$ cat config.mk
export PLATFORM = sky130hd
export DESIGN_NAME = round_robin_burst_arbiter_flat
export DESIGN_NICKNAME = d
export VERILOG_FILES = /design/src/sv/rra_pkg.sv /design/src/sv/rra_ifs.sv /design/src/sv/rra_lane.sv /design/src/sv/rra_merge.sv /design/src/sv/round_robin_burst_arbiter.sv /design/src/flat_wrapper.sv
export SDC_FILE = /design/constraint.sdc
export NUM_CORES = 1
export LEC_CHECK = 0
export BUFFER_PORTS_ARGS = -buffer_cell sky130_fd_sc_hd__buf_2
export CORE_ASPECT_RATIO = 1.2
export CORE_UTILIZATION = 50
export CTS_BUF_LIST = sky130_fd_sc_hd__clkbuf_8
export CTS_CLUSTER_SIZE = 24
export DETAILED_ROUTE_END_ITERATION = 7
export PLACE_DENSITY = 0.75
export SETUP_SLACK_MARGIN = 0.02
export SYNTH_ARGS = -nofsm -noshare
export SYNTH_HDL_FRONTEND = slang
export SYNTH_SLANG_ARGS = --single-unit
$ cat constraint.sdc
create_clock -name clk -period 4.5 [get_ports clk]
set_clock_uncertainty 0.05 [all_clocks]
set_input_delay 0.9 -clock clk [delete_from_list [all_inputs] [get_ports clk]]
set_output_delay 0.9 -clock clk [all_outputs]
set_load 0.02 [all_outputs]
$ cat src/sv/rra_pkg.sv
// rra_pkg: shared constants and types for the round-robin burst arbiter.
// No dependencies; used by the interfaces, the lane, merge and top modules.
package rra_pkg;

  localparam int MAX_REQUESTERS = 16;
  localparam int IDX_W = $clog2(MAX_REQUESTERS);
  localparam int CNT_W = 5;
  localparam int MODE_W = 2;
  localparam int CFG_IDX_W = 4;
  localparam int CFG_DATA_W = 8;

  // arbitration mode codes
  localparam logic [MODE_W-1:0] MODE_FIXED = 2'd0;
  localparam logic [MODE_W-1:0] MODE_RR    = 2'd1;
  localparam logic [MODE_W-1:0] MODE_BURST = 2'd2;

  // register indexes
  localparam logic [CFG_IDX_W-1:0] REG_ARB_MODE        = 4'd0;
  localparam logic [CFG_IDX_W-1:0] REG_CANDIDATE_COUNT = 4'd1;

  localparam logic [MODE_W-1:0] MODE_RESET  = MODE_RR;
  localparam logic [CNT_W-1:0]  COUNT_RESET = CNT_W'(MAX_REQUESTERS);

  typedef logic [MAX_REQUESTERS-1:0] req_vec_t;
  typedef logic [IDX_W-1:0]          idx_t;
  typedef logic [CNT_W-1:0]          cnt_t;

  // per-lane findings passed to the merge stage
  typedef struct packed {
    logic elig;   // requesting and inside the candidate count
    logic upper;  // eligible and at or after the search start
  } lane_flags_t;

  typedef lane_flags_t [MAX_REQUESTERS-1:0] lane_vec_t;

  // merge result
  typedef struct packed {
    logic found;
    idx_t win;
  } pick_t;

endpackage

$ cat src/sv/rra_ifs.sv
// rra_ifs: valid/ready channel interfaces for requests, grants and config writes.
// Depends on rra_pkg.
interface rra_req_if;
  logic                 valid;
  logic                 ready;
  rra_pkg::req_vec_t    request_vector;
  rra_pkg::req_vec_t    last_vector;
  modport source (output valid, output request_vector, output last_vector, input ready);
  modport sink   (input valid, input request_vector, input last_vector, output ready);
endinterface

interface rra_grant_if;
  logic          valid;
  logic          ready;
  logic          grant_valid;
  rra_pkg::idx_t grant_index;
  modport source (output valid, output grant_valid, output grant_index, input ready);
  modport sink   (input valid, input grant_valid, input grant_index, output ready);
endinterface

interface rra_cfg_if;
  logic                             valid;
  logic                             ready;
  logic [rra_pkg::CFG_IDX_W-1:0]    index;
  logic [rra_pkg::CFG_DATA_W-1:0]   data;
  modport source (output valid, output index, output data, input ready);
  modport sink   (input valid, input index, input data, output ready);
endinterface

$ cat src/sv/rra_lane.sv
// rra_lane: per-candidate qualifier, one instance per requester.
// Depends on rra_pkg.
module rra_lane (
  input  rra_pkg::idx_t       lane_idx,
  input  logic                req,
  input  rra_pkg::cnt_t       used_cnt,
  input  rra_pkg::idx_t       start_idx,
  output rra_pkg::lane_flags_t flags
);

  logic in_range;

  assign in_range    = {1'b0, lane_idx} < used_cnt;
  assign flags.elig  = req && in_range;
  assign flags.upper = req && in_range && (lane_idx >= start_idx);

endmodule

$ cat src/sv/rra_merge.sv
// rra_merge: combines lane flags into one winner; wrapped search first takes
// the lowest index at or above the start, else the lowest eligible index.
// Depends on rra_pkg.
module rra_merge (
  input  rra_pkg::lane_vec_t lanes,
  output rra_pkg::pick_t     pick
);

  logic          any_upper;
  logic          any_elig;
  rra_pkg::idx_t upper_idx;
  rra_pkg::idx_t elig_idx;

  always_comb begin
    any_upper = 1'b0;
    any_elig  = 1'b0;
    upper_idx = '0;
    elig_idx  = '0;
    // scan downward so the lowest index wins
    for (int i = rra_pkg::MAX_REQUESTERS - 1; i >= 0; i--) begin
      if (lanes[i].upper) begin
        any_upper = 1'b1;
        upper_idx = rra_pkg::IDX_W'(i);
      end
      if (lanes[i].elig) begin
        any_elig = 1'b1;
        elig_idx = rra_pkg::IDX_W'(i);
      end
    end
    pick.found = any_elig;
    pick.win   = any_upper ? upper_idx : elig_idx;
  end

endmodule

$ cat src/sv/round_robin_burst_arbiter.sv
// round_robin_burst_arbiter: top level, one grant per request beat.
// The grant beat is registered and shows in the cycle after the request beat is accepted.
// Throughput: one beat per cycle while the grant side keeps taking beats; the lane
// compare and priority merge feed the winner register back combinationally.
// Reset (rst_n low, synchronous): mode round robin, count 16, no prior winner,
// output register empty. Depends on rra_pkg, rra_ifs, rra_lane, rra_merge.
module round_robin_burst_arbiter (
  input  logic clk,
  input  logic rst_n,
  rra_req_if.sink     in_req,
  rra_grant_if.source out_grant,
  rra_cfg_if.sink     cfg_wr
);

  // ---------------------------------------------------------------
  // Configuration registers. Writes should land only while idle; the block does not enforce it.
  // ---------------------------------------------------------------
  logic [rra_pkg::MODE_W-1:0] arb_mode_r;
  rra_pkg::cnt_t              cand_cnt_r;

  assign cfg_wr.ready = 1'b1;

  always_ff @(posedge clk) begin
    if (!rst_n) begin
      arb_mode_r <= rra_pkg::MODE_RESET;
      cand_cnt_r <= rra_pkg::COUNT_RESET;
    end else if (cfg_wr.valid) begin
      case (cfg_wr.index)
        rra_pkg::REG_ARB_MODE:
          arb_mode_r <= cfg_wr.data[rra_pkg::MODE_W-1:0];
        rra_pkg::REG_CANDIDATE_COUNT:
          cand_cnt_r <= cfg_wr.data[rra_pkg::CNT_W-1:0];
        default: ;  // unmapped index: write dropped
      endcase
    end
  end

  // ---------------------------------------------------------------
  // Arbitration state: last winner, whether any grant was made, and
  // whether the last burst-mode grant was a last beat.
  // ---------------------------------------------------------------
  rra_pkg::idx_t prior_win_r;
  logic          prior_vld_r;
  logic          burst_done_r;

  // Mode 3 is unused and behaves as plain round robin.
  logic [rra_pkg::MODE_W-1:0] eff_mode;
  assign eff_mode = (arb_mode_r == rra_pkg::MODE_FIXED ||
                     arb_mode_r == rra_pkg::MODE_BURST) ? arb_mode_r : rra_pkg::MODE_RR;

  // Saturate the count at the number of lanes.
  rra_pkg::cnt_t used_cnt;
  assign used_cnt = (cand_cnt_r > rra_pkg::CNT_W'(rra_pkg::MAX_REQUESTERS)) ?
                    rra_pkg::CNT_W'(rra_pkg::MAX_REQUESTERS) : cand_cnt_r;

  // Search start. Fixed priority, no grant yet, or a winner outside a
  // lowered count all start at 0. Burst mode restarts at the winner until
  // its last beat was granted; otherwise start one past it, wrapping.
  rra_pkg::idx_t start_idx;
  rra_pkg::cnt_t next_slot;
  assign next_slot = {1'b0, prior_win_r} + rra_pkg::CNT_W'(1);

  always_comb begin
    start_idx = '0;
    if (eff_mode != rra_pkg::MODE_FIXED && prior_vld_r &&
        ({1'b0, prior_win_r} < used_cnt)) begin
      if (eff_mode == rra_pkg::MODE_BURST && !burst_done_r) begin
        start_idx = prior_win_r;
      end else if (next_slot >= used_cnt) begin
        start_idx = '0;
      end else begin
        start_idx = next_slot[rra_pkg::IDX_W-1:0];
      end
    end
  end

  // ---------------------------------------------------------------
  // Lanes: one qualifier per candidate, then the merge.
  // ---------------------------------------------------------------
  rra_pkg::lane_vec_t lane_flags;
  rra_pkg::pick_t     pick;

  for (genvar gv = 0; gv < rra_pkg::MAX_REQUESTERS; gv++) begin : g_lane
    rra_lane u_lane (
      .lane_idx  (rra_pkg::IDX_W'(gv)),
      .req       (in_req.request_vector[gv]),
      .used_cnt  (used_cnt),
      .start_idx (start_idx),
      .flags     (lane_flags[gv])
    );
  end

  rra_merge u_merge (
    .lanes (lane_flags),
    .pick  (pick)
  );

  // ---------------------------------------------------------------
  // Handshake: the output register frees up when taken, so a new beat
  // enters in the same cycle the previous grant leaves.
  // ---------------------------------------------------------------
  logic out_vld_r;
  logic grant_vld_r;
  rra_pkg::idx_t grant_idx_r;
  logic accept;

  assign in_req.ready = !out_vld_r || out_grant.ready;
  assign accept       = in_req.valid && in_req.ready;

  logic out_vld_nxt;
  assign out_vld_nxt = accept || (out_vld_r && !out_grant.ready);

  always_ff @(posedge clk) begin
    if (!rst_n) begin
      out_vld_r    <= 1'b0;
      prior_win_r  <= '0;
      prior_vld_r  <= 1'b0;
      burst_done_r <= 1'b0;
    end else begin
      out_vld_r <= out_vld_nxt;
      if (accept && pick.found) begin
        prior_win_r <= pick.win;
        prior_vld_r <= 1'b1;
        if (eff_mode == rra_pkg::MODE_BURST) begin
          burst_done_r <= in_req.last_vector[pick.win];
        end
      end
    end
  end

  // payload: no reset needed
  always_ff @(posedge clk) begin
    if (accept) begin
      grant_vld_r <= pick.found;
      grant_idx_r <= pick.found ? pick.win : '0;
    end
  end

  assign out_grant.valid       = out_vld_r;
  assign out_grant.grant_valid = grant_vld_r;
  assign out_grant.grant_index = grant_idx_r;

endmodule

$ cat src/flat_wrapper.sv
// flat-port wrapper written by rule: the top's interface ports become plain ports
module round_robin_burst_arbiter_flat 
  (clk, rst_n, in_req_valid, in_req_request_vector, in_req_last_vector, in_req_ready, out_grant_valid, out_grant_grant_valid, out_grant_grant_index, out_grant_ready, cfg_wr_valid, cfg_wr_index, cfg_wr_data, cfg_wr_ready);
  rra_req_if in_req_i ();
  rra_grant_if out_grant_i ();
  rra_cfg_if cfg_wr_i ();
  input  logic clk;
  input  logic rst_n;
  input wire logic [$bits(in_req_i.valid)-1:0] in_req_valid;
  input wire logic [$bits(in_req_i.request_vector)-1:0] in_req_request_vector;
  input wire logic [$bits(in_req_i.last_vector)-1:0] in_req_last_vector;
  output wire logic [$bits(in_req_i.ready)-1:0] in_req_ready;
  output wire logic [$bits(out_grant_i.valid)-1:0] out_grant_valid;
  output wire logic [$bits(out_grant_i.grant_valid)-1:0] out_grant_grant_valid;
  output wire logic [$bits(out_grant_i.grant_index)-1:0] out_grant_grant_index;
  input wire logic [$bits(out_grant_i.ready)-1:0] out_grant_ready;
  input wire logic [$bits(cfg_wr_i.valid)-1:0] cfg_wr_valid;
  input wire logic [$bits(cfg_wr_i.index)-1:0] cfg_wr_index;
  input wire logic [$bits(cfg_wr_i.data)-1:0] cfg_wr_data;
  output wire logic [$bits(cfg_wr_i.ready)-1:0] cfg_wr_ready;
  assign in_req_i.valid = in_req_valid;
  assign in_req_i.request_vector = in_req_request_vector;
  assign in_req_i.last_vector = in_req_last_vector;
  assign in_req_ready = in_req_i.ready;
  assign out_grant_valid = out_grant_i.valid;
  assign out_grant_grant_valid = out_grant_i.grant_valid;
  assign out_grant_grant_index = out_grant_i.grant_index;
  assign out_grant_i.ready = out_grant_ready;
  assign cfg_wr_i.valid = cfg_wr_valid;
  assign cfg_wr_i.index = cfg_wr_index;
  assign cfg_wr_i.data = cfg_wr_data;
  assign cfg_wr_ready = cfg_wr_i.ready;
  round_robin_burst_arbiter u_core (.clk(clk), .rst_n(rst_n), .in_req(in_req_i), .out_grant(out_grant_i), .cfg_wr(cfg_wr_i));
endmodule
# Word-level counts from Yosys, hierarchy flattened
# Index checks and enable logic that the tools add are counted.
# totals
rom_bits	0
output_inout_bits	8
n_memories	0
ram_bits	0
wordCells	170
regBits	19
in_bits	49
latchBits	0
# classes
n_mul	0
magnitude_cmp	36
shifts	0
n_reduce_logical	50
add_sub_neg	1
n_div	0
bitwise	0
mux	72
n_eq_ne	3
# ops
operator	count
4-bit two-way mux	36
4-bit by 5-bit less-than comparator with 1-bit output, first input constant	8
1-bit logical AND	38
1-bit two-way mux	33
4-bit >= comparator, first input constant	8
3-bit by 5-bit less-than comparator with 1-bit output, first input constant	4
3-bit by 4-bit >= comparator with 1-bit output, first input constant	4
1-bit by 5-bit less-than comparator with 1-bit output, first input constant	2
2-bit by 5-bit less-than comparator with 1-bit output, first input constant	2
1-bit by 4-bit >= comparator with 1-bit output, first input constant	2
2-bit by 4-bit >= comparator with 1-bit output, first input constant	2
2-bit AND reduction	3
4-bit by 1-bit adder with 5-bit output, second input constant	1
5-bit >= comparator	1
5-bit greater-than comparator, second input constant	1
4-bit by 5-bit less-than comparator with 1-bit output	1
4-bit by 5-bit less-than comparator with 1-bit output, second input constant	1
5-bit two-way mux	1
1-bit binary-select mux with 4-bit select	1
2-bit equality test, second input constant	2
4-bit by 1-bit equality test with 1-bit output, second input constant	1
4-bit logical NOT	1
1-bit logical NOT	3
1-bit logical OR	3
3 further kinds	3

# Longest topological paths before layout
# logic_depth
word_depth	28
ltp_mapped	18
depth_no_buf	14

# Modules after synthesis
# Synthesis repeated with hierarchy kept, for this count alone.
# unflattened
hier_cells	639
hier_area_um2	4663.2
# modules_own_cells
module	cells_per_inst	area_per_inst_um2	instances	seq_area_each_um2
rra_lane	28	187.7	16	0.0
round_robin_burst_arbiter	126	1249.9	1	430.4
rra_merge	65	410.4	1	0.0

# Worst setup path after synthesis
# Ideal clock, no wire load.
# synth_path
kind	flip-flop to flip-flop
startpoint	register u_core.prior_win_r[0]
endpoint	register u_core.burst_done_r
arrival_time_ns	3.689
path_buffers	2
required_time_ns	4.328
period_less_slack_ns	3.861
setup_time_ns	0.122
setup_slack_ns	0.639
stages_incl_launch_ff	17
cell_sequence	dfxtp_1 ha_1 and3_1 ha_1 a21oi_1 o211ai_1 o21ai_0 clkbuf_1 nand2_1 o311ai_4 o31ai_1 a311o_1 a32o_2 buf_6 nand3b_1 a32oi_1 o21ai_1
# synth_between
elab_chain_len	26
word_cells_on_any_way	74
cone_classes	add/sub (1); order compare (18); mux (38); reduce/logical (17)
# synth_rtl
element	line_no	rtl
start: declaration	round_robin_burst_arbiter.sv:42	rra_pkg::idx_t prior_win_r;
start signal: assignment	round_robin_burst_arbiter.sv:122	prior_win_r <= pick.win;
4-bit by 1-bit adder with 5-bit output	round_robin_burst_arbiter.sv:61	assign next_slot = {1'b0, prior_win_r} + rra_pkg::CNT_W'(1);
5-bit >= comparator	round_robin_burst_arbiter.sv:69	end else if (next_slot >= used_cnt) begin
4-bit two-way mux	round_robin_burst_arbiter.sv:69	
4-bit two-way mux	round_robin_burst_arbiter.sv:67	if (eff_mode == rra_pkg::MODE_BURST && !burst_done_r) begin
4-bit two-way mux *	round_robin_burst_arbiter.sv:65	if (eff_mode != rra_pkg::MODE_FIXED && prior_vld_r &&
4-bit >= comparator	rra_lane.sv:15	assign flags.upper = req && in_range && (lane_idx >= start_idx);
1-bit logical AND	rra_lane.sv:15	
4-bit two-way mux or 1-bit two-way mux (tied branches) (16 in a row)	rra_merge.sv:21	if (lanes[i].upper) begin
4-bit two-way mux *	rra_merge.sv:31	pick.win = any_upper ? upper_idx : elig_idx;
1-bit binary-select mux with 4-bit select *	round_robin_burst_arbiter.sv:125	burst_done_r <= in_req.last_vector[pick.win];
1-bit two-way mux (not written as such) *	round_robin_burst_arbiter.sv:125	
end signal: assignment	round_robin_burst_arbiter.sv:125	
end: declaration	round_robin_burst_arbiter.sv:44	logic burst_done_r;
# Mark *: on every way between the ends. The rest lies on a longest branch, timed or not. The select of a mux whose other input is x is not followed.
# A chain may end at the register's enable or synchronous reset.

# Worst setup path after layout
# layout_path
startpoint	register u_core.prior_win_r[2]
endpoint	register u_core.burst_done_r
# The elaborated chain is that of the path after synthesis.

==> results.yml <==
die:
  die_area_sq_mm: 0.00505
  core.rowCount: 27
  die_h_um: 77.6
  die_x_um: 65.0
  coreArea_sq_mm: 0.00459
  start_util: 0.519
  ios: 57
placed_design:
  dp_hpwl_mm: 5.79
  dpl_cell_area_sq_mm: 0.00280
  gp_congestion: 0.964
  io_buffers: 52
  place_ws_ns: 0.413
timing:
  finalCriticalPeriod_ns: 4.13
  report.final.slew_viol_count: 0
  post-route-period-util: 0.919
  rsz0062_at_grt: "no"
  hold_viol_final: 0
  clock.fmax_ghz: 0.242
  holdWs_ns: 0.467
  relSlewSlack: 0.400
  fin_setup_tns_ns: 0
  setup_slack_ns: 0.365
  setup_viol: 0
  worst_pin_slew_ns: 0.888
clock_tree:
  clockBufferDepth: 2
  clk_latency_ns: 0.26
  cts_tree: "built"
  postCtsSetupBuffers: 0
  cts_max_level: 1
  root_buffer: "clkbuf_8"
  ctsHoldBuffers: 0
  numCtsBuffers: 3
  cts.clk_slew.worst_paths_ns: 0.07
  clock_sink_count: 19
yosys:
  asyncSetResetFlopFracSynth: 0
  netlist_instances: 301
  syn-cell-area_sq_mm: 0.00238
  synth_edf_count: 5
  synth_cell_types: 70
  yosysWarnings: 0
  synth_seq_cells: 19
  yosysSeqAreaShare: 0.181
  syn_nets: 359
  syn_area_per_cell_sq_um: 7.91
  synth_ff_type: "dfxtp_1"
drt:
  drtAntennaViolNets: 0
  drt_iter0_drc: 167
  drtPass1Iterations: 5
  drc_errors: 0
  wl_per_cell_um: 16.7
  wl_mm: 6.98
  viasPerCell: 6.24
  vias: 2616
cells_and_area:
  final_cell_mix: "buf_2, nand2_1, mux2i_1"
  n_antenna_cell: 0
  drive_gt1_frac: 0.271
  final_area_sq_mm: 0.00285
  nets: 420
  area_growth_syn_to_layout_pct: 19.5
  final_common_cell: "buf_2"
critical_path:
  crit_path_start_kind: "flip-flop"
  crit_arrival_ns: 4.23
  r2r.worst_path.cells: 14
  r2r-end: "u_core.burst_done_r"
  worstSetupEndpointType: "flip-flop"
  crit_start: "u_core.prior_win_r[2]"
  path_class: "flip-flop to flip-flop"
  r2r-start: "u_core.prior_win_r[2]"
  endpoint: "u_core.burst_done_r"
  cp_max_fo: 8
  rrSetupSlack_ns: 0.37
  critical_path_required_ns: 4.60
global_routing:
  grt.overflow.total: 0
  grt_pass1_vias: 2426
  grtUsageTotal: 0.291
  grt_max_degree: 19
  grt_pass1_wl_mm: 11.5
  antenna_found_initial: 0
status:
  status: "finished clean"
pwr:
  ir_drop_uv: 211
  p_total_uw: 510
  power_density_mw_per_mm2: 179
  leakage_uw: 0.00121
worst_hold_path:
  holdCritPathClass: "flip-flop to flip-flop"
run:
  cap_violations: 0
## worst max-delay path: stages (launching register included)
cell and delay [ns]:
dfxtp_1 0.52, nand3_2 0.21, xnor2_1 0.17, ha_1 0.31, nand2_1 0.17, a211oi_1 0.13, o31ai_1 0.59, a31oi_1 0.20
or4_1 0.49, nand4b_4 0.22, nor3b_2 0.20, a32o_2 0.33, nand3_1 0.11, a32oi_1 0.22, o21ai_1 0.09
## cells in the mapped netlist (all sizes together), types with 8 or more instances
master,number,area [sq um]
nand2,23,86.3
o21ai,23,123
mux2i,22,220
nor2,21,78.8
a21oi,16,80.1
dfxtp,14,280
clkbuf,10,37.5
nand3,10,55.1
ha,9,113
inv,9,33.8
o31ai,9,72.6
a31oi,8,50.1
nor3,8,45.0
## state kept, by name (all words and copies together) (netlist names)
signal and flops:
u_core.cand_cnt_r 5, u_core.out_grant.grant_index 4, u_core.prior_win_r 4, u_core.arb_mode_r 2
u_core.burst_done_r 1, u_core.out_grant.grant_valid 1, u_core.out_grant.valid 1, u_core.prior_vld_r 1
## routing by layer
metal | vias up | GRT usage | wire length (um)
met1 | 1192 | 0.355 | 2870
met5 | - | 0 | 0
met2 | 119 | 0.514 | 3460
li1 | 1286 | - | -
met4 | 0 | 0.109 | 191
met3 | 19 | 0.0309 | 459
## through the flow
stage	instances	util
after global routing	419	0.620
after detailed placement	415	0.610
final	419	0.620
after CTS	419	0.620
after floorplan	301	-
after global placement	415	0.610
## report_power, final
| part | internal [uW] | total [uW] | switching [uW] |
|---|---|---|---|
| Sequential | 183 | 187 | 3.95 |
| Clock | 60.7 | 114 | 53.7 |
| Combinational | 89.2 | 208 | 119 |
| Total | 333 | 510 | 177 |
## cells by family after synthesis
group           synth area share
mux                       0.0924
compound gates             0.348
simple gates               0.270
flops                      0.181
other cells              0.00157
xor+xnor                  0.0110
fa+ha+maj                 0.0473
buf+inv                   0.0488
## how the worst min path moves through the flow
| stage | start | end | cells after the start |
|---|---|---|---|
| after floorplan | u_core.prior_vld_r | u_core.prior_vld_r | 2 |
| after global placement | u_core.prior_vld_r | u_core.prior_vld_r | 2 |
| after detailed placement | u_core.prior_vld_r | u_core.prior_vld_r | 2 |
| after CTS | u_core.prior_vld_r | u_core.prior_vld_r | 2 |
| after global routing | u_core.prior_vld_r | u_core.prior_vld_r | 2 |
| final | u_core.prior_vld_r | u_core.prior_vld_r | 2 |
## area by class of cell
| type | count | area (sq um) |
|---|---|---|
| Clock buffer | 3 | 41.3 |
| Inverter | 9 | 33.8 |
| Clock inverter | 1 | 3.75 |
| Fill cell | 441 | 1750 |
| Multi-Input combinational cell | 256 | 1840 |
| Timing Repair Buffer | 73 | 430 |
| Sequential cell | 19 | 430 |
| Tap cell | 58 | 72.6 |
## repair_timing
| item | CTS | global route |
|---|---|---|
| setup endpoints to repair | 0 | 1 |
| resized for setup | 0 | 1 |
| endpoints found under the hold margin | 0 | 0 |
Power figures use the tool's default switching activity.
